`src/rtl/atp_pkg.sv`:
```
// Shared constants, types and the arctangent table of the tilt block
package atp_pkg;
	localparam int SAMPLE_BITS_DEF = 16;
	localparam int ANGLE_FRAC_DEF  = 6;
	localparam int ANG_OUT_W       = 14;
	localparam int RAD_W           = 64;
	localparam int ROOT_W          = 32;
	localparam int MAG_W           = 32;
	localparam int CORDIC_N        = 30;
	localparam int CX_W            = 36;
	localparam int ANG_W           = 33;
	localparam int Z_W             = 31;
	localparam int Q30_SHIFT       = 30;
	localparam int SCALE_MUL       = 9000;
	localparam int SCALE_DIV       = 157;
	localparam logic [Z_W-1:0] HALF_PI_Q30 = 31'd1686629713;

	typedef struct packed {
		logic [MAG_W-1:0] mag;
		logic             neg;
		logic             num_zero;
		logic             den_zero;
		logic             undef;
	} atp_item_t;

	// atan(2^-i) in Q30 radians
	function automatic logic [31:0] atan_q30(input logic [4:0] idx);
		logic [31:0] r;
		case (idx)
			5'd0:  r = 32'd843314857;
			5'd1:  r = 32'd497837829;
			5'd2:  r = 32'd263043837;
			5'd3:  r = 32'd133525159;
			5'd4:  r = 32'd67021687;
			5'd5:  r = 32'd33543516;
			5'd6:  r = 32'd16775851;
			5'd7:  r = 32'd8388437;
			5'd8:  r = 32'd4194283;
			5'd9:  r = 32'd2097149;
			5'd10: r = 32'd1048576;
			5'd11: r = 32'd524288;
			5'd12: r = 32'd262144;
			5'd13: r = 32'd131072;
			5'd14: r = 32'd65536;
			5'd15: r = 32'd32768;
			5'd16: r = 32'd16384;
			5'd17: r = 32'd8192;
			5'd18: r = 32'd4096;
			5'd19: r = 32'd2048;
			5'd20: r = 32'd1024;
			5'd21: r = 32'd512;
			5'd22: r = 32'd256;
			5'd23: r = 32'd128;
			5'd24: r = 32'd64;
			5'd25: r = 32'd32;
			5'd26: r = 32'd16;
			5'd27: r = 32'd8;
			5'd28: r = 32'd4;
			5'd29: r = 32'd2;
			default: r = 32'd0;
		endcase
		return r;
	endfunction
endpackage

```
`src/rtl/atp_scale.sv`:
```
// Converts a Q30 radian angle to signed 1/2^F degree units on the 180/3.14 scale
module atp_scale import atp_pkg::*; #(
	parameter int ANGLE_FRAC_BITS = ANGLE_FRAC_DEF
) (
	input  logic                        clk,
	input  logic                        arst_n,
	input  logic                        en,
	input  logic                        in_valid,
	input  logic signed [ANG_W-1:0]     ang,
	input  atp_item_t                   in_item,
	output logic                        out_valid,
	output logic signed [ANG_OUT_W-1:0] angle,
	output logic                        undef
);
	localparam int P1_W    = 45;
	localparam int SHR     = Q30_SHIFT - ANGLE_FRAC_BITS;
	localparam int TB      = ANGLE_FRAC_BITS + 15;
	localparam int RSH     = TB + 8;
	localparam int RECIP_W = TB + 1;
	localparam int PRW     = (2*TB + 1 > RSH + ANG_OUT_W) ? 2*TB + 1 : RSH + ANG_OUT_W;
	localparam logic [63:0] RECIP =
		((64'd1 << RSH) + 64'(SCALE_DIV - 1)) / 64'(SCALE_DIV);

	logic [Z_W-1:0]       z_sel;
	logic [TB-1:0]        t_val;
	logic [ANG_OUT_W-1:0] q_val;

	logic                  v_s1, v_s2, v_s3;
	logic [P1_W-1:0]       p1_s1;
	logic                  neg_s1, neg_s2;
	logic                  undef_s1, undef_s2, undef_s3;
	logic [PRW-1:0]        prod_s2;
	logic [ANG_OUT_W-1:0]  angle_s3;

	always_comb begin
		if (in_item.num_zero) begin
			z_sel = '0;
		end else if (in_item.den_zero) begin
			z_sel = HALF_PI_Q30;
		end else if (ang[ANG_W-1]) begin
			z_sel = '0;
		end else begin
			z_sel = ang[Z_W-1:0];
		end
	end

	// Floor by 2^(30-F) first, then an exact reciprocal divide by 157
	assign t_val = TB'(p1_s1 >> SHR);
	assign q_val = prod_s2[RSH +: ANG_OUT_W];

	always_ff @(posedge clk or negedge arst_n) begin
		if (!arst_n) begin
			v_s1 <= 1'b0;
			v_s2 <= 1'b0;
			v_s3 <= 1'b0;
		end else if (en) begin
			v_s1 <= in_valid;
			v_s2 <= v_s1;
			v_s3 <= v_s2;
		end
	end

	always_ff @(posedge clk) begin
		if (en) begin
			p1_s1    <= P1_W'(z_sel) * P1_W'(SCALE_MUL);
			neg_s1   <= in_item.neg;
			undef_s1 <= in_item.undef;
			prod_s2  <= PRW'(t_val) * PRW'(RECIP[RECIP_W-1:0]);
			neg_s2   <= neg_s1;
			undef_s2 <= undef_s1;
			angle_s3 <= neg_s2 ? -q_val : q_val;
			undef_s3 <= undef_s2;
		end
	end

	assign out_valid = v_s3;
	assign angle     = $signed(angle_s3);
	assign undef     = undef_s3;
endmodule

```
`config.mk`:
```
export PLATFORM = sky130hd
export DESIGN_NAME = atp_scale
export DESIGN_NICKNAME = d
export VERILOG_FILES = /design/src/rtl/atp_pkg.sv /design/src/rtl/atp_scale.sv
export SDC_FILE = /design/constraint.sdc
export NUM_CORES = 1
export LEC_CHECK = 0
export BUFFER_PORTS_ARGS = -buffer_cell sky130_fd_sc_hd__buf_4
export CAP_MARGIN = 0
export CORE_ASPECT_RATIO = 1.5
export CORE_MARGIN = 1
export CORE_UTILIZATION = 60
export DETAILED_ROUTE_END_ITERATION = 16
export PLACE_DENSITY = 0.82
export SLEW_MARGIN = 20
export SYNTH_ARGS = -nofsm -noshare
export SYNTH_HDL_FRONTEND = slang
export SYNTH_SLANG_ARGS = --single-unit
```
`constraint.sdc`:
```
create_clock -name clk -period 7.59 [get_ports clk]
set_clock_uncertainty 0.2 [all_clocks]
set_input_delay 1.518 -clock clk [delete_from_list [all_inputs] [get_ports clk]]
set_output_delay 1.518 -clock clk [all_outputs]
set_load 0.005 [all_outputs]
```
Word level (Yosys, flattened, before mapping)

Cells that the tools add are included.

Flip-flop bits (word level): 104
Input bits: 73
Output and inout bits: 16
Word-level logic and storage cells: 18

Add/sub/neg operators: 1
Multiply operators: 2
Mux-type cells: 4

Operator list:

| cell                                                 | count |
|---|---|
| 2-to-1 mux 31 bit                                    | 3 |
| multiplier 31 x 11 -> 42 bit (second input constant) | 1 |
| multiplier 21 x 19 -> 40 bit (second input constant) | 1 |
| 2-to-1 mux 14 bit                                    | 1 |
| negation 14 bit                                      | 1 |

Logic depth before layout (Yosys ltp)

Gate-level depths: netlist of run 1.

Word-level depth: 4
Mapped depth: 21
Depth with buffers taken out: 21

Least setup slack after synthesis of run 1

OpenSTA, ideal clock, no wires.

Path kind: input to register
Start point: input in_item[1] in the netlist's numbering
End point: register p1_s1[26], data pin
Setup time: 258 ps
Arrival time: 6,251 ps
Required time: 7,132 ps
Path slack: 881 ps
Stages on the path: 20
Path buffers: 2
Cell sequence: nor2b_1 clkbuf_1 clkbuf_1 a21o_1 ha_1 ha_1 inv_1 fa_1 fa_1 fa_1 inv_1 ha_1 a21o_1 a21o_1 a21o_1 a221o_1 o211a_1 or3_4 a31oi_4 xnor2_1

Cells in the longest elaborated chain, start to end: 3

RTL lines:

| element                      | line            | text |
|---|---|---|
| start, declared              | atp_scale.sv:10 | `input atp_item_t in_item,` |
| 2-to-1 mux 31 bit            | atp_scale.sv:38 | `end else if (in_item.den_zero) begin` |
| 2-to-1 mux 31 bit            | atp_scale.sv:36 | `if (in_item.num_zero) begin` |
| multiplier 31 x 11 -> 42 bit | atp_scale.sv:65 | `p1_s1 <= P1_W'(z_sel) * P1_W'(SCALE_MUL);` |
| end signal, assigned         | atp_scale.sv:65 |  |
| end, declared                | atp_scale.sv:29 | `logic [P1_W-1:0] p1_s1;` |

No other way between the ends.
A chain may end at the register's enable or synchronous reset.

Final worst setup path of run 1

Start point: input in_item[1] in the netlist's numbering
End point: register p1_s1[41], data pin

The elaborated chain is that of the path after synthesis.

==> run summary, run 1 <==
Register area share after synthesis: 0.122
Total GRT Usage: 0.266
N_diodes: 0
Final setup violation count: 0
Initial core utilization: 0.618
Status: complete, no violations
R2r setup slk: 1100 ps
Setup TNS: 0 ps
Worst setup margin: 791 ps
Syn Inst Count: 1,387
Cell taking the most area after synthesis: ha_1
Max Cap Violations: 0
Vias per cell: 5.50
Critical path origin: in_item[1]
DR DRC count: 0
Hold Buf Count CTS: 0
Final Hold Fails: 0
Yosys reg bits: 57
CP required: 7480 ps
Commonest non-fill, non-tap cell in the layout: inv_1
ANT nets after route: 0
Count of different cell masters after synthesis: 58
Total grt overflow: 0
Hpwl dp: 25,700 um
Crit path time final: 6800 ps
Final hold slack: 219 ps
Place WS: 353 ps
Post-CTS setup buffer count: 0
Worst setup EP type: flip-flop
Reg2reg end: prod_s2[36]
CP Class: in2reg
CP arrival: 6690 ps
Core area: 0.0226 mm^2
Layout cells sized above 1: 0.0618
Period utilisation layout: 0.896
Worst-path clk slew: 60 ps
Async S/R FF share, synth: 0.0526
Root Buffer: clkbuf_16
Synthesized Nets: 2,002
First-pass GRT wire length: 49,500 um
Mapped Avg Cell Area: 10.0 um^2
FMAX: 0.147 GHz
Die area: 0.0239 mm^2
Reg2reg start: p1_s1[32]
Iter 0 DRT Violations: 367
Top Ports: 89
Worst reg-to-reg path cell count: 17
Main synth FF type: edfxtp_1
Slew @ Worst Pin: 787 ps
Final Max Slew Viols: 0
Post-layout util: 0.668
H-tree depth: 3
Largest net degree at the start of global routing: 58
Max clock buf depth: 2
Sink Count: 57
Antenna violations before repair: 0
Area contributors post-synth: ha_1 (30%), fa_1 (30%), inv_1 (12%)
RSZ-0062 raised after global routing: no
Hold path cells: 0
CP Max Fanout: 5
Drt pass-1 iters: 5
Number of global-route vias before repair: 11.0k
Die Span Y: 189 um
Cell Rows: 67
Port bufs: 55
Die X: 126 um
Via count: 9,520
Setup crit start kind: input pin
Yosys Warn Count: 0
Avg WL per Cell: 17.1 um
Rel. slew slack: 0.467
Yosys top cell area share: 0.300
Synth-to-Final Area Change: 8.05%
Post-layout nets: 2,066
Worst setup endpoint: p1_s1[41]
Total CTS buffers: 9
Routability cong.: 0.944
WL final: 29,600 um
CTS resizes: 0
Min-Delay Path Class: reg2reg
Post-synth EDFFs: 54
Clk Latency, worst-skew pair: 340 ps
CTS tree: done
Commonest cells after routing, fill and taps aside: inv_1 (452), ha_1 (334), fa_1 (208), buf_4 (60), edfxtp_1 (54)
Cell Area, Synth: 0.0139 mm^2
==> cells by family after synthesis <==
group | after synthesis | share of synthesized area
compound gates | 151 | 0.0753
xor+xnor | 46 | 0.0289
buf+inv | 459 | 0.124
fa+ha+maj | 542 | 0.599
flops | 57 | 0.122
mux | 4 | 0.00314
simple gates | 128 | 0.0487
==> per-layer routing <==
layer / wire, um / share of wire / vias up / track usage
li1: - / - / 4508 / -
met1: 10400 / 0.35 / 4693 / 0.248
met2: 17100 / 0.58 / 219 / 0.552
met3: 780 / 0.026 / 100 / 0.0278
met4: 1400 / 0.047 / 0 / 0.133
met5: 0 / 0 / - / 0
==> worst max-delay path, stage by stage <==
cell and delay, ps:
buf_4 120, nor2b_1 140, a21oi_1 360, inv_1 220, ha_1 350, ha_1 290, inv_1 50, fa_1 500
fa_1 520, fa_1 550, inv_1 40, ha_1 280, o211ai_1 90, nor2_1 250, o2111ai_1 190, a2111o_1 480
and4_4 210, o21bai_4 240, a41oi_2 150, xnor2_1 150
==> flip-flops by register name, summed over array words and instances (netlist names) <==
register	flops
neg_s1	1
v_s1	1
neg_s2	1
angle	14
prod_s2	14
v_s2	1
undef	1
p1_s1	21
out_valid	1
undef_s1	1
undef_s2	1
==> area by class of cell <==
class,instances,area (um^2)
multi-input combinational,871,10500
fill,1627,7490
sequential,57,1700
inverter,452,1700
timing repair buffer,60,450
tap,276,345
clock buffer,9,225
clock inverter,7,128
==> worst min path at each step <==
stage	from	endpoint	slack (ps)
2_1_floorplan	neg_s1	neg_s2	200
3_3_place_gp	undef_s1	undef_s2	200
3_5_place_dp	undef_s2	undef	210
4_1_cts	undef_s2	undef	220
5_1_grt	undef_s2	undef	220
6_report	undef_s2	undef	220
==> through the flow <==
stage,cell area (um^2),std cells
finish,15100,1732
global route,15100,1732
CTS,15100,1732
detailed placement,14700,1716
global placement,14700,1716
floorplan,13900,1387
==> Yosys cell counts, drive strengths merged (2+ instances only) <==
library cell    n
nor2           25
a2111oi         2
nor2b           8
ha            334
a211oi          7
and3            4
o2111ai         2
nor3            7
and2           15
and4            6
o21ai          27
nand2b          7
o21a            4
a41oi           3
o21bai          3
nand4b          2
a21o           34
a31oi           6
o211ai          6
edfxtp         54
nand3           7
fa            208
xor2           15
nand2          34
clkbuf          7
xnor2          31
o31ai           6
or3             3
nand4           6
a211o           3
o41ai           2
a21boi          2
dfrtp           3
a21oi          37
inv           452
mux2            3
Power of run 1 is not shown: default switching activity piles up to over one toggle a cycle in this logic, so the estimate is an artifact.
==> inputs of run 2 (changes only) <==
==> constraint.sdc (replaced) <==
create_clock -name clk -period 8 [get_ports clk]
set_clock_uncertainty 0.2 [all_clocks]
set_input_delay 1.6 -clock clk [delete_from_list [all_inputs] [get_ports clk]]
set_output_delay 1.6 -clock clk [all_outputs]
set_load 0.005 [all_outputs]
==> run 2 against run 1 <==
Count of clock-buffer cells in the layout did not move. Sequential cell count did not move. Setup slack improved by 180 ps. Final area fell by 0.59%. Critical path depth did not move. Worst hold slack improved by 1.7 ps. Die area did not move. Utilization fell by 0.39 points. Cell count fell by 0.17%. Non-clock buffer count fell by 3. Global-route usage fell by 1.1 points. Register-to-register slack improved by 420 ps. Critical path type unchanged.
==> run summary, run 2 (synthesis gave the netlist of run 1 again) <==
Status: complete, no violations
CP Class: in2reg
Hold path startpoint: undef_s2
Crit path cell chain: buf_4 -> nor2b_1 -> a21oi_1 -> inv_1 -> ha_1 -> ha_1 -> inv_1 -> fa_1 -> fa_1 -> fa_1 -> inv_1 -> ha_1 -> o211ai_1 -> nor2_1 -> o2111ai_1 -> a2111o_1 -> and4_4 -> o21bai_4 -> a41oi_2 -> xnor2_1
ANT nets after route: 0
Commonest cells after routing, fill and taps aside: inv_1 (452), ha_1 (334), fa_1 (208), buf_4 (57), edfxtp_1 (54)
Worst reg-to-reg path cell count: 17
Drt pass-1 iters: 4
Critical path origin: in_item[1]
Design area: 0.0150 mm^2
CP Max Fanout: 5
Cell Rows: 67
Hpwl dp: 24,800 um
First-pass GRT wire length: 47,600 um
Max Cap Violations: 0
Root Buffer: clkbuf_16
Final hold slack: 221 ps
Iter 0 DRT Violations: 351
CP arrival: 6920 ps
CTS tree: done
Worst setup EP type: flip-flop
Via count: 9,371
Post-CTS setup buffer count: 0
Min-Delay Path Class: reg2reg
Routability cong.: 0.935
Max clock buf depth: 2
RSZ-0062 raised after global routing: no
Hold Buf Count CTS: 0
Top Ports: 89
WL final: 28,000 um
Rel. slew slack: 0.455
Worst-path clk slew: 60 ps
Die Span Y: 189 um
N_diodes: 0
Post-layout nets: 2,063
Hold path cells: 0
Crit path buffers/inverters: 4
Number of global-route vias before repair: 10.5k
FMAX: 0.142 GHz
Vias per cell: 5.42
Layout cells sized above 1: 0.0599
Reg2reg start: p1_s1[29]
R2r setup slk: 1520 ps
Slew @ Worst Pin: 805 ps
Total grt overflow: 0
Fillers: 1,639
Place WS: 597 ps
Total GRT Usage: 0.255
Clk Latency, worst-skew pair: 340 ps
Port bufs: 55
Antenna violations before repair: 0
Max reg flops: 21
Slowest CP cell: fa_1
Sink Count: 57
Period utilisation layout: 0.879
Largest net degree at the start of global routing: 58
Placed cell area: 0.0147 mm^2
Synth-to-Final Area Change: 7.42%
Critical Path Max Stage Delay: 550 ps
Die X: 126 um
Final Max Slew Viols: 0
DR DRC count: 0
Crit path time final: 7030 ps
Core area: 0.0226 mm^2
CTS resizes: 0
Reg2reg end: prod_s2[36]
Die area: 0.0239 mm^2
Initial core utilization: 0.618
Avg WL per Cell: 16.2 um
Total CTS buffers: 9
Final Hold Fails: 0
H-tree depth: 3
Reg with most FFs: p1_s1
Hold Path Sink: undef
Setup TNS: 0 ps
Setup crit start kind: input pin
Cell family with most CP delay: adder cells
CP required: 7890 ps
Commonest non-fill, non-tap cell in the layout: inv_1
Worst setup margin: 969 ps
Final setup violation count: 0
-- run 2: cell types whose count changed in the layout (fill, tap and decap cells not counted), sizes merged --
cell,change
inv,+3
bufinv,-3
buf,-3
clkinv,-2
clkinvlp,+2
-- run 2: how the worst max path moves through the flow --
stage	cells past startpoint	to
after floorplan	20	p1_s1[26]
after global placement	20	p1_s1[41]
after detailed placement	20	p1_s1[41]
after CTS	20	p1_s1[41]
after global routing	20	p1_s1[37]
final	20	p1_s1[41]
-- run 2: final cells by class --
| cell class | instances | area [um^2] | area share |
|---|---|---|---|
| clock buffers | 9 | 225 | 0.0150 |
| clock inverters | 7 | 61.3 | 0.00410 |
| inverters | 452 | 1700 | 0.113 |
| multi-input cells | 871 | 10500 | 0.703 |
| flip-flops and latches | 57 | 1700 | 0.113 |
| well taps | 276 | 345 | 0.0231 |
| repair buffers | 57 | 428 | 0.0286 |
-- run 2: worst register-to-register path: stages (launching register included) --
cell and delay, ps:
edfxtp_1 570, ha_1 500, fa_1 470, fa_1 450, fa_1 530, inv_1 60
fa_1 450, fa_1 490, inv_1 40, ha_1 280, and4_1 230, and3_1 220
o2111ai_1 160, o311ai_1 700, a21oi_1 290, nor2b_1 250, mux2i_1 200, o211ai_1 110
-- run 2: per-stage QoR --
stage / cells / utilization
2_1_floorplan: 1387 / -
3_3_place_gp: 1713 / 0.651
3_5_place_dp: 1713 / 0.651
4_1_cts: 1729 / 0.664
5_1_grt: 1729 / 0.664
6_report: 1729 / 0.664
-- run 2: per-layer routing --
metal	part of all wire	global-route usage
met1	0.37	0.254
met2	0.56	0.516
met3	0.022	0.0213
met4	0.049	0.125
met5	0	0
Power of run 2 is left out for the same reason.
==> inputs of run 3 (changes only) <==
--- a/config.mk
+++ b/config.mk
@@ -5,7 +5,7 @@
 export SDC_FILE = /design/constraint.sdc
 export NUM_CORES = 1
 export LEC_CHECK = 0
-export BUFFER_PORTS_ARGS = -buffer_cell sky130_fd_sc_hd__buf_4
+export BUFFER_PORTS_ARGS = -buffer_cell sky130_fd_sc_hd__buf_2
 export CAP_MARGIN = 0
 export CORE_ASPECT_RATIO = 1.5
 export CORE_MARGIN = 1
==> run 3 against run 2 <==
Sequential cell count stayed put. Maximum frequency is 1.0% lower. Global-route usage is 0.60 points higher. Cell count hardly changed. Count of clock-buffer cells in the layout stayed put. Critical endpoint is now p1_s1[26]. Highest routed layer unchanged.
==> run summary, run 3 (synthesis gave the netlist of run 1 again) <==
Status: complete, no violations
Total grt overflow: 0
Antenna violations before repair: 0
Via count: 9,465
Placed cell area: 0.0146 mm^2
H-tree depth: 3
CTS tree: done
Hold Buf Count CTS: 0
RSZ-0062 raised after global routing: no
Top Ports: 89
Period utilisation layout: 0.888
Post-CTS setup buffer count: 0
Min-Delay Path Class: reg2reg
Synth-to-Final Area Change: 6.48%
Core area: 0.0226 mm^2
Sink Count: 57
Max clock buf depth: 2
Place WS: 545 ps
Final Max Slew Viols: 0
Die Span Y: 189 um
Commonest non-fill, non-tap cell in the layout: inv_1
Worst setup margin: 896 ps
Iter 0 DRT Violations: 276
Largest net degree at the start of global routing: 58
Die area: 0.0239 mm^2
DR DRC count: 0
Port bufs: 55
Post-layout nets: 2,064
Setup TNS: 0 ps
Setup crit start kind: input pin
Routability cong.: 0.941
Total CTS buffers: 9
Drt pass-1 iters: 6
Design area: 0.0148 mm^2
Commonest cells after routing, fill and taps aside: inv_1 (452), ha_1 (334), fa_1 (208), buf_2 (55), edfxtp_1 (54)
Layout cells sized above 1: 0.0605
Max Cap Violations: 0
Root Buffer: clkbuf_16
Worst setup EP type: flip-flop
Hpwl dp: 25,200 um
Initial core utilization: 0.618
Crit path time final: 7100 ps
Vias per cell: 5.47
Rel. slew slack: 0.423
CP arrival: 6990 ps
Worst-path clk slew: 60 ps
Reg with most FFs: p1_s1
Cell Rows: 67
WL final: 28,700 um
Final Hold Fails: 0
Number of global-route vias before repair: 10.9k
FMAX: 0.141 GHz
First-pass GRT wire length: 48,900 um
Max reg flops: 21
CP Max Fanout: 4
N_diodes: 0
CP Class: in2reg
Total GRT Usage: 0.261
ANT nets after route: 0
CP required: 7890 ps
Clk Latency, worst-skew pair: 340 ps
Avg WL per Cell: 16.6 um
Final setup violation count: 0
CTS resizes: 0
Slew @ Worst Pin: 852 ps
Die X: 126 um
## run 3: per-layer routing
metal | vias up | global-route usage | wire length, um
li1 | 4505 | - | -
met3 | 108 | 0.0275 | 681
met4 | 0 | 0.131 | 1540
met2 | 231 | 0.531 | 16200
met1 | 4621 | 0.252 | 10200
met5 | - | 0 | 0
## run 3: final timing paths
kind                             from          end  slack [ps]  cells after the start
min                          undef_s2        undef         220                      0
max                        in_item[1]    p1_s1[26]         900                     20
max reg2reg                 p1_s1[28]  prod_s2[36]        1520                     17
min reg2reg                  undef_s2        undef         220                      0
max in group asynchronous      arst_n         v_s2        6660                      1
min in group asynchronous      arst_n    out_valid         830                      1
## run 3: layout make-up
class	count	area (um^2)
clock buffer	9	225
clock inverter	7	61.3
fill	1620	7710
inverter	452	1700
multi-input combinational	871	10500
sequential	57	1700
tap	276	345
timing repair buffer	58	298
## run 3: critical path, cell delays in order
cell	delay (ps)
buf_2	120
nor2b_1	140
a21oi_1	490
inv_1	260
ha_1	360
ha_1	280
inv_1	60
fa_1	520
fa_1	520
fa_1	550
inv_1	40
ha_1	310
a21o_1	200
a21o_1	190
a21o_1	170
a221o_1	340
o211a_1	260
or3_4	350
a31oi_4	170
xnor2_1	80
## run 3: through the flow
step           std cells   util  hold WS, ps
4_1_cts             1730  0.658          222
3_3_place_gp        1714  0.645          201
5_1_grt             1730  0.658          241
2_1_floorplan       1387      -          200
3_5_place_dp        1714  0.645          208
6_report            1730  0.658          220
Power of run 3 is left out for the same reason.
